## config.mk

```make
export PLATFORM = sky130hd
export DESIGN_NAME = scalar_kalman_filter
export DESIGN_NICKNAME = d
export VERILOG_FILES = /design/src/hw/rtl/skf_pkg.sv /design/src/hw/rtl/skf_useq.sv /design/src/hw/rtl/scalar_kalman_filter.sv
export SDC_FILE = /design/constraint.sdc
export NUM_CORES = 2
export LEC_CHECK = 0
export BUFFER_PORTS_ARGS = -buffer_cell sky130_fd_sc_hd__buf_2
export CORE_MARGIN = 3
export CORE_UTILIZATION = 55
export DETAILED_ROUTE_END_ITERATION = 10
export PLACE_DENSITY_LB_ADDON = 0.12
export SLEW_MARGIN = 20
export SYNTH_ARGS = -nofsm -noshare
export SYNTH_HDL_FRONTEND = slang
export SYNTH_HIERARCHICAL = 1
export SYNTH_SLANG_ARGS = --single-unit
```

## constraint.sdc

```tcl
create_clock -name clk -period 9.15 [get_ports clk]
set_input_delay 1.83 -clock clk [delete_from_list [all_inputs] [get_ports clk]]
set_output_delay 1.83 -clock clk [all_outputs]
set_load 0.1 [all_outputs]
```

## src/hw/rtl/skf_pkg.sv

```systemverilog
// skf_pkg: payload types, register indexes, micro-op codes and the
// control store of the scalar kalman filter sequencer.
// no dependencies; imported by skf_useq and scalar_kalman_filter.
package skf_pkg;

  localparam int XW   = 32;   // estimate, q16.16 signed
  localparam int PW   = 31;   // covariance and noise, q15.16 unsigned
  localparam int KW   = 17;   // gain, q1.16
  localparam int SW   = 32;   // covariance plus measurement noise
  localparam int DW   = 33;   // measurement minus estimate
  localparam int MAW  = 18;   // multiplier operand a
  localparam int MBW  = 34;   // multiplier operand b
  localparam int MPW  = MAW + MBW;
  localparam int CFG_DW = 32;
  localparam int CFG_IW = 2;

  localparam logic [PW-1:0] MAX_P = {PW{1'b1}};
  localparam logic [KW-1:0] ONE_K = KW'(65536);

  localparam logic [PW-1:0] RST_Q      = PW'(655);
  localparam logic [PW-1:0] RST_R      = PW'(65536);
  localparam logic [PW-1:0] RST_INIT_P = PW'(65536);
  localparam logic [PW-1:0] RST_COV    = PW'(65536);

  // quotient bits of the gain division, one per step
  localparam int DIV_STEPS = KW;
  localparam int CNT_W     = $clog2(DIV_STEPS);

  // configuration register indexes
  localparam logic [CFG_IW-1:0] REG_PROCESS_NOISE      = 2'd0;
  localparam logic [CFG_IW-1:0] REG_MEASUREMENT_NOISE  = 2'd1;
  localparam logic [CFG_IW-1:0] REG_INITIAL_ESTIMATE   = 2'd2;
  localparam logic [CFG_IW-1:0] REG_INITIAL_COVARIANCE = 2'd3;

  typedef struct packed {
    logic                 kind;
    logic signed [XW-1:0] measurement;
  } in_t;

  typedef struct packed {
    logic signed [XW-1:0] estimate;
    logic [KW-1:0]        gain;
    logic [PW-1:0]        covariance;
  } out_t;

  localparam logic KIND_UPDATE = 1'b0;
  localparam logic KIND_REINIT = 1'b1;

  // datapath micro-ops
  localparam int OP_W = 4;
  localparam logic [OP_W-1:0] OP_NOP    = 4'd0;
  localparam logic [OP_W-1:0] OP_ADDQ   = 4'd1;
  localparam logic [OP_W-1:0] OP_ADDR   = 4'd2;
  localparam logic [OP_W-1:0] OP_DIV    = 4'd3;
  localparam logic [OP_W-1:0] OP_DIFF   = 4'd4;
  localparam logic [OP_W-1:0] OP_MULX   = 4'd5;
  localparam logic [OP_W-1:0] OP_UPDX   = 4'd6;
  localparam logic [OP_W-1:0] OP_MULP   = 4'd7;
  localparam logic [OP_W-1:0] OP_UPDP   = 4'd8;
  localparam logic [OP_W-1:0] OP_REINIT = 4'd9;
  localparam logic [OP_W-1:0] OP_EMIT   = 4'd10;

  // sequencing conditions
  localparam int CND_W = 3;
  localparam logic [CND_W-1:0] CND_NEXT     = 3'd0;
  localparam logic [CND_W-1:0] CND_DISPATCH = 3'd1;
  localparam logic [CND_W-1:0] CND_SZERO    = 3'd2;
  localparam logic [CND_W-1:0] CND_LOOP     = 3'd3;
  localparam logic [CND_W-1:0] CND_JUMP     = 3'd4;
  localparam logic [CND_W-1:0] CND_EMIT     = 3'd5;

  // program steps
  localparam int STEP_W = 4;
  localparam logic [STEP_W-1:0] ST_IDLE   = 4'd0;
  localparam logic [STEP_W-1:0] ST_ADDQ   = 4'd1;
  localparam logic [STEP_W-1:0] ST_ADDR   = 4'd2;
  localparam logic [STEP_W-1:0] ST_DIV    = 4'd3;
  localparam logic [STEP_W-1:0] ST_DIFF   = 4'd4;
  localparam logic [STEP_W-1:0] ST_MULX   = 4'd5;
  localparam logic [STEP_W-1:0] ST_UPDX   = 4'd6;
  localparam logic [STEP_W-1:0] ST_MULP   = 4'd7;
  localparam logic [STEP_W-1:0] ST_UPDP   = 4'd8;
  localparam logic [STEP_W-1:0] ST_REINIT = 4'd9;
  localparam logic [STEP_W-1:0] ST_EMIT   = 4'd10;

  typedef struct packed {
    logic [OP_W-1:0]   op;
    logic [CND_W-1:0]  cnd;
    logic [STEP_W-1:0] target;
  } uword_t;

  // sequencer to datapath
  typedef struct packed {
    logic [OP_W-1:0] op;
    logic            idle;
  } ctrl_t;

  // datapath to sequencer
  typedef struct packed {
    logic in_fire;
    logic kind;
    logic s_zero;
    logic emit_ok;
  } stat_t;

  function automatic uword_t ucode(input logic [STEP_W-1:0] step);
    uword_t w;
    unique case (step)
      ST_IDLE:   w = '{OP_NOP,    CND_DISPATCH, ST_REINIT};
      ST_ADDQ:   w = '{OP_ADDQ,   CND_NEXT,     ST_IDLE};
      // zero sum skips the division, gain stays cleared
      ST_ADDR:   w = '{OP_ADDR,   CND_SZERO,    ST_DIFF};
      ST_DIV:    w = '{OP_DIV,    CND_LOOP,     ST_DIV};
      ST_DIFF:   w = '{OP_DIFF,   CND_NEXT,     ST_IDLE};
      ST_MULX:   w = '{OP_MULX,   CND_NEXT,     ST_IDLE};
      ST_UPDX:   w = '{OP_UPDX,   CND_NEXT,     ST_IDLE};
      ST_MULP:   w = '{OP_MULP,   CND_NEXT,     ST_IDLE};
      ST_UPDP:   w = '{OP_UPDP,   CND_JUMP,     ST_EMIT};
      ST_REINIT: w = '{OP_REINIT, CND_NEXT,     ST_IDLE};
      ST_EMIT:   w = '{OP_EMIT,   CND_EMIT,     ST_IDLE};
      default:   w = '{OP_NOP,    CND_JUMP,     ST_IDLE};
    endcase
    return w;
  endfunction

endpackage

```

## src/hw/rtl/skf_useq.sv

```systemverilog
// skf_useq: step counter, control store lookup and jump logic.
// depends on skf_pkg for the program and the control structs.
module skf_useq (
  input  logic          clk,
  input  logic          rst_n,
  input  skf_pkg::stat_t stat,
  output skf_pkg::ctrl_t ctrl
);
  import skf_pkg::*;

  logic [STEP_W-1:0] step_r, step_nxt;
  logic [CNT_W-1:0]  cnt_r, cnt_nxt;
  uword_t            uw;

  assign uw        = ucode(step_r);
  assign ctrl.op   = uw.op;
  assign ctrl.idle = (step_r == ST_IDLE);

  always_comb begin
    step_nxt = step_r + STEP_W'(1);
    unique case (uw.cnd)
      CND_NEXT: step_nxt = step_r + STEP_W'(1);
      CND_DISPATCH: begin
        if (!stat.in_fire) begin
          step_nxt = step_r;
        end else if (stat.kind == KIND_REINIT) begin
          step_nxt = uw.target;
        end
      end
      CND_SZERO: begin
        if (stat.s_zero) begin
          step_nxt = uw.target;
        end
      end
      CND_LOOP: begin
        if (cnt_r != '0) begin
          step_nxt = uw.target;
        end
      end
      CND_JUMP: step_nxt = uw.target;
      CND_EMIT: step_nxt = stat.emit_ok ? uw.target : step_r;
      default:  step_nxt = ST_IDLE;
    endcase
  end

  // quotient bit counter for the divide loop
  always_comb begin
    cnt_nxt = cnt_r;
    if (uw.op == OP_ADDR) begin
      cnt_nxt = CNT_W'(DIV_STEPS - 1);
    end else if (uw.op == OP_DIV && cnt_r != '0) begin
      cnt_nxt = cnt_r - CNT_W'(1);
    end
  end

  always_ff @(posedge clk) begin
    if (!rst_n) begin
      step_r <= ST_IDLE;
      cnt_r  <= '0;
    end else begin
      step_r <= step_nxt;
      cnt_r  <= cnt_nxt;
    end
  end

  a_loop_bounded: assert property (@(posedge clk) disable iff (!rst_n)
    (step_r == ST_DIV && cnt_r == '0) |=> (step_r == ST_DIFF))
    else $error("divide loop did not exit");

  a_div_after_addr: assert property (@(posedge clk) disable iff (!rst_n)
    (step_r == ST_ADDR && !stat.s_zero) |=> (step_r == ST_DIV && cnt_r == CNT_W'(DIV_STEPS - 1)))
    else $error("divide loop not started with full count");

  a_cnt_range: assert property (@(posedge clk) disable iff (!rst_n)
    cnt_r <= CNT_W'(DIV_STEPS - 1))
    else $error("divide counter out of range");

endmodule

```

## src/hw/rtl/scalar_kalman_filter.sv

```systemverilog
// scalar_kalman_filter: top level, configuration registers and datapath
// (adder, restoring divider, shared multiplier) driven by skf_useq.
// depends on skf_pkg and skf_useq.
//
//  channel | direction | handshake           | beat
//  in      | input     | in_valid / in_stall   | in_t: kind, measurement
//  out     | output    | out_valid / out_stall | out_t: estimate, gain, covariance
//  cfg     | input     | cfg_we                | cfg_index, cfg_data
//
// an update runs add q, add r, the one-bit-a-step gain divide (skipped when
// p + r is zero), diff, multiply and update of x and p, then emit; reinitialize
// loads and emits; the next beat is taken the cycle after the result is loaded.
// one item at a time: in_stall is high from accept until the result is
// loaded into the output register; a stalled output holds the sequencer.
// reset is synchronous: estimate 0, covariance one, gain 0, registers defaults.
module scalar_kalman_filter (
  input  logic                         clk,
  input  logic                         rst_n,
  input  logic                         in_valid,
  output logic                         in_stall,
  input  skf_pkg::in_t                 in_data,
  output logic                         out_valid,
  input  logic                         out_stall,
  output skf_pkg::out_t                out_data,
  input  logic                         cfg_we,
  input  logic [skf_pkg::CFG_IW-1:0]   cfg_index,
  input  logic [skf_pkg::CFG_DW-1:0]   cfg_data
);
  import skf_pkg::*;

  ctrl_t ctrl;
  stat_t stat;

  // configuration
  logic [PW-1:0]        q_r, r_r, init_p_r;
  logic signed [XW-1:0] init_x_r;

  // filter state
  logic signed [XW-1:0] x_r;
  logic [PW-1:0]        cov_r;
  logic [KW-1:0]        gain_r;

  // working registers
  logic signed [XW-1:0] z_r;
  logic [PW-1:0]        p_r;
  logic [SW-1:0]        s_r;
  logic [SW:0]          rem_r;
  logic [KW-1:0]        k_r;
  logic [DW-1:0]        d_r;
  logic signed [MPW-1:0] prod_r;

  logic                 out_valid_r;
  out_t                 out_data_r;

  logic                 in_fire, emit_ok, emit;
  logic [SW-1:0]        sum_q;
  logic [SW:0]          rem_sub;
  logic                 ge;
  logic [SW:0]          rem_d;
  logic signed [MAW-1:0] mul_a;
  logic signed [MBW-1:0] mul_b;

  skf_useq u_seq (
    .clk   (clk),
    .rst_n (rst_n),
    .stat  (stat),
    .ctrl  (ctrl)
  );

  assign in_stall  = !ctrl.idle;
  assign in_fire   = in_valid && ctrl.idle;
  assign emit_ok   = !out_valid_r || !out_stall;
  assign emit      = (ctrl.op == OP_EMIT) && emit_ok;

  assign stat.in_fire = in_fire;
  assign stat.kind    = in_data.kind;
  assign stat.s_zero  = (p_r == '0) && (r_r == '0);
  assign stat.emit_ok = emit_ok;

  assign out_valid = out_valid_r;
  assign out_data  = out_data_r;

  // saturating p + q
  assign sum_q = {1'b0, cov_r} + {1'b0, q_r};

  // restoring divide step, remainder always below the divisor afterwards
  assign rem_sub = rem_r - {1'b0, s_r};
  assign ge      = (rem_r >= {1'b0, s_r});
  assign rem_d   = ge ? rem_sub : rem_r;

  // shared multiplier operands
  always_comb begin
    if (ctrl.op == OP_MULP) begin
      mul_a = {1'b0, ONE_K - k_r};
      mul_b = {3'b000, p_r};
    end else begin
      mul_a = {1'b0, k_r};
      mul_b = {d_r[DW-1], d_r};
    end
  end

  always_ff @(posedge clk) begin
    if (!rst_n) begin
      q_r      <= RST_Q;
      r_r      <= RST_R;
      init_x_r <= '0;
      init_p_r <= RST_INIT_P;
    end else if (cfg_we) begin
      unique case (cfg_index)
        REG_PROCESS_NOISE:      q_r      <= cfg_data[PW-1:0];
        REG_MEASUREMENT_NOISE:  r_r      <= cfg_data[PW-1:0];
        REG_INITIAL_ESTIMATE:   init_x_r <= cfg_data;
        REG_INITIAL_COVARIANCE: init_p_r <= cfg_data[PW-1:0];
        default: ;
      endcase
    end
  end

  // filter state and result valid
  always_ff @(posedge clk) begin
    if (!rst_n) begin
      x_r         <= '0;
      cov_r       <= RST_COV;
      gain_r      <= '0;
      out_valid_r <= 1'b0;
    end else begin
      unique case (ctrl.op)
        OP_UPDX: x_r <= x_r + prod_r[XW+15:16];
        OP_UPDP: begin
          cov_r  <= prod_r[PW+15:16];
          gain_r <= k_r;
        end
        OP_REINIT: begin
          x_r    <= init_x_r;
          cov_r  <= init_p_r;
          gain_r <= '0;
        end
        default: ;
      endcase
      if (emit) begin
        out_valid_r <= 1'b1;
      end else if (!out_stall) begin
        out_valid_r <= 1'b0;
      end
    end
  end

  // working registers, no reset needed
  always_ff @(posedge clk) begin
    if (in_fire) begin
      z_r <= in_data.measurement;
    end
    unique case (ctrl.op)
      OP_ADDQ: p_r <= sum_q[SW-1] ? MAX_P : sum_q[PW-1:0];
      OP_ADDR: begin
        s_r   <= {1'b0, p_r} + {1'b0, r_r};
        rem_r <= {2'b00, p_r};
        k_r   <= '0;
      end
      OP_DIV: begin
        k_r   <= {k_r[KW-2:0], ge};
        rem_r <= {rem_d[SW-1:0], 1'b0};
      end
      OP_DIFF: d_r <= {z_r[XW-1], z_r} - {x_r[XW-1], x_r};
      OP_MULX, OP_MULP: prod_r <= mul_a * mul_b;
      default: ;
    endcase
    if (emit) begin
      out_data_r.estimate   <= x_r;
      out_data_r.gain       <= gain_r;
      out_data_r.covariance <= cov_r;
    end
  end

  a_emit_source: assert property (@(posedge clk) disable iff (!rst_n)
    $rose(out_valid_r) |-> $past(ctrl.op == OP_EMIT))
    else $error("result appeared without an emit step");

  a_cov_shrinks: assert property (@(posedge clk) disable iff (!rst_n)
    (ctrl.op == OP_UPDP) |=> (cov_r <= $past(p_r)))
    else $error("covariance grew in the update");

  a_gain_le_one: assert property (@(posedge clk) disable iff (!rst_n)
    (ctrl.op == OP_UPDP) |-> (k_r <= ONE_K))
    else $error("gain above one");

  a_div_nonzero: assert property (@(posedge clk) disable iff (!rst_n)
    (ctrl.op == OP_DIV) |-> (s_r != '0))
    else $error("divide with zero divisor");

endmodule
```

==> flow_metrics.py <==
metrics = {
    "outcome": {
        "status": "completed",
    },
    "job": {
        "maxCapViolCount": 0,
    },
    "critical_path": {
        "worstPathMaxFanout": 33,
        "worstPathRequired_ns": 9.50,
        "cp.arrival_ns": 9.06,
        "crit_path_start": "u_seq/uw[9]$_SDFF_PP0_",
        "r2r_start": "u_seq/uw[9]$_SDFF_PP0_",
        "crit_top_cell": "fa_1",
        "max_stage_delay_ns": 0.83,
        "path_class": "reg2reg",
        "crit_slowest_cell": "xnor2_2",
        "critPathLaunchType": "flip-flop",
        "worstSetupEndpointType": "flip-flop",
    },
    "logic_synthesis": {
        "ys_types": 100,
        "yosysSeqAreaShare_pct": 29.4,
        "synth_top_area_share_pct": 23.1,
        "syn_avg_cell_area_um2": 9.40,
        "synthFlopType": "edfxtp_1",
        "synth_cells": 4786,
        "synth.cell_area_um2": 45000,
        "synthesis.nets": 5653,
        "yosysWarnings": 6,
        "synthTopCellsByArea": "fa_1, edfxtp_1, dfxtp_1, ha_1, nand2_1",
        "async_flop_share_pct": 0,
        "yosysTopAreaCell": "fa_1",
        "synth-seq-cells": 516,
        "synth_edf_count": 290,
    },
    "global_route": {
        "grt_pass1_wl_um": 206000,
        "grt_max_degree": 101,
        "overflow": 0,
        "grt_pass1_vias": 34100,
        "antenna_found_initial": 2,
        "track_usage_pct": 31.7,
    },
    "clock_network": {
        "h-tree-depth": 2,
        "clkSinkCount": 516,
        "cts_hold_buffers": 0,
        "ctsLongestPathBuffers": 3,
        "worstSkewPairLatency_ns": 0.66,
        "cts_resized": 0,
        "post-cts-setup-buffers": 0,
        "path_clk_slew_ns": 0.06,
        "cts_root_buf": "clkbuf_16",
        "cts_buffers": 58,
        "cts_tree": "built",
    },
    "drt": {
        "drc": 0,
        "drt-initial-drc-count": 3269,
        "via_per_inst": 5.78,
        "vias": 34700,
        "ant_nets": 0,
        "wire_per_inst_um": 22.4,
        "drt_wl_total_um": 134000,
        "first_pass_iters": 6,
    },
    "worst_hold_path": {
        "worstHoldStart": "gain_r[11]$_SDFFE_PN0P_",
        "hp-class": "reg2reg",
    },
    "sta": {
        "fin_skew_ns": 0.0575,
        "min_period_ns": 8.71,
        "max-slew-margin-rel_pct": 22.9,
        "tightest_slew_ns": 1.16,
        "drv_slew": 0,
        "max_freq_ghz": 0.115,
        "final_hold_viol_count": 0,
        "finalSetupViolCount": 0,
        "tns_ns": 0,
        "rsz0062_at_grt": "false",
        "timing.final.crit_share_pct": 95.2,
    },
    "placed_design": {
        "dpl.hpwl_um": 107000,
        "gp_congestion": 0.955,
        "io_buffers": 153,
    },
    "floorplanning": {
        "core_area_um2": 80800,
        "die_x_um": 292,
        "dieHeight_um": 292,
        "fp-row-count": 104,
        "start_util_pct": 55.7,
        "fp.dieArea_um2": 85300,
        "ios": 154,
    },
    "cells_and_area": {
        "drive_gt1_share_pct": 8.96,
        "nets": 5760,
        "syn_to_final_growth_pct": 9.06,
    },
}
cell families (layout without fill, tap and decap cells):
| family | count (synthesis) | count (layout) | share of synthesized area (%) |
|---|---|---|---|
| and+or+nand+nor | 1504 | 1504 | 14.6 |
| buffers and inverters | 873 | 1029 | 7.43 |
| adders and majority gates | 795 | 795 | 30.8 |
| AOI/OAI and AO/OA | 788 | 788 | 11.3 |
| DFF | 516 | 516 | 29.4 |
| xor gates and xnor gates | 187 | 187 | 3.64 |
| muxes | 123 | 123 | 2.83 |
| other | 0 | 2 | 0 |
Yosys cell counts (all sizes together) (25+ instances only):
cell and n:
nand2 769, a21o 65, dfxtp 226, o21a 42, mux2 35, a31oi 25, and2 41, nand3 43
clkbuf 158, mux2i 88, nand2b 37, nor2b 36, nor2 387, inv 687, ha 276, xor2 63
xnor2 124, a21oi 299, o211a 32, edfxtp 290, nor3 40, and3 33, o21ai 146, buf 27
fa 519
routing by layer:
layer	vias up	global-route usage, %	wire length (µm)
li1	15900	-	-
met4	2	12.0	5770
met2	1430	48.6	59100
met5	-	0	13
met1	17100	44.8	57400
met3	284	6.63	12200
path summary, 6_finish.rpt:
check,to,slack [ns],cells after the start
worst max-delay path,prod_r[47]$_DFFE_PP_,0.44,27
worst min-delay path,out_data[42]$_DFFE_PP_,0.42,0
worst max register to register,prod_r[47]$_DFFE_PP_,0.44,27
worst min register to register,out_data[42]$_DFFE_PP_,0.42,0
sequential cells by signal, indices dropped and copies added, names as in the netlist, 4 cells and up:
register and flops:
cov_r 31, r_r 31, s_r 32, out_data 80
x_r 32, q_r 31, p_r 31, rem_r 33
z_r 32, k_r 17, init_x_r 32, gain_r 17
u_seq/cnt_r 5, init_p_r 31, prod_r 32, u_seq/uw 11
u_seq/step_r 4, d_r 33
stage by stage:
stage          hold WS, ns  cells  util [%]  area, µm²  worst slack, ns
2_1_floorplan        0.408   4786         -      45000             1.01
3_3_place_gp         0.419   5893      58.2      47000            0.367
3_5_place_dp         0.425   5893      58.2      47100            0.176
4_1_cts              0.408   6002      60.7      49000            0.173
5_1_grt              0.430   6003      60.7      49100          0.00947
6_report             0.415   6004      60.7      49100            0.441
layout make-up:
cell class | count | area, µm²
antenna | 2 | 5.00
clock buffer | 80 | 1700
clock inverter | 29 | 272
fill | 6948 | 31700
inverter | 688 | 2580
multi-input combinational | 3397 | 28600
sequential | 516 | 13200
tap | 1060 | 1330
timing repair buffer | 232 | 1360
placed cells by master (no fill, tap or decap), drive strengths merged, types with 24 or more instances in the layout:
master,instances
a21o,65
a21oi,299
a31oi,25
and2,41
and3,33
buf,232
clkbuf,80
dfxtp,226
edfxtp,290
fa,519
ha,276
inv,693
mux2,35
mux2i,88
nand2,769
nand2b,37
nand3,43
nor2,387
nor2b,36
nor3,40
nor4,24
o211a,32
o21a,42
o21ai,146
xnor2,124
xor2,63
worst max-delay path: cells and delay by family (launching register included):
kind                     cells  cell delay, ns
XOR/XNOR                     2            0.95
AO/OA/AOI/OAI                7            2.06
AND/OR/NAND/NOR              7            1.41
flip-flops                   1            0.38
adder cells (fa/ha/maj)      7            3.35
buffers and inverters        4            0.20
Power is left out: the tool's default activity adds up to more than one toggle a clock period on the data nets, which glitch-free logic cannot reach.
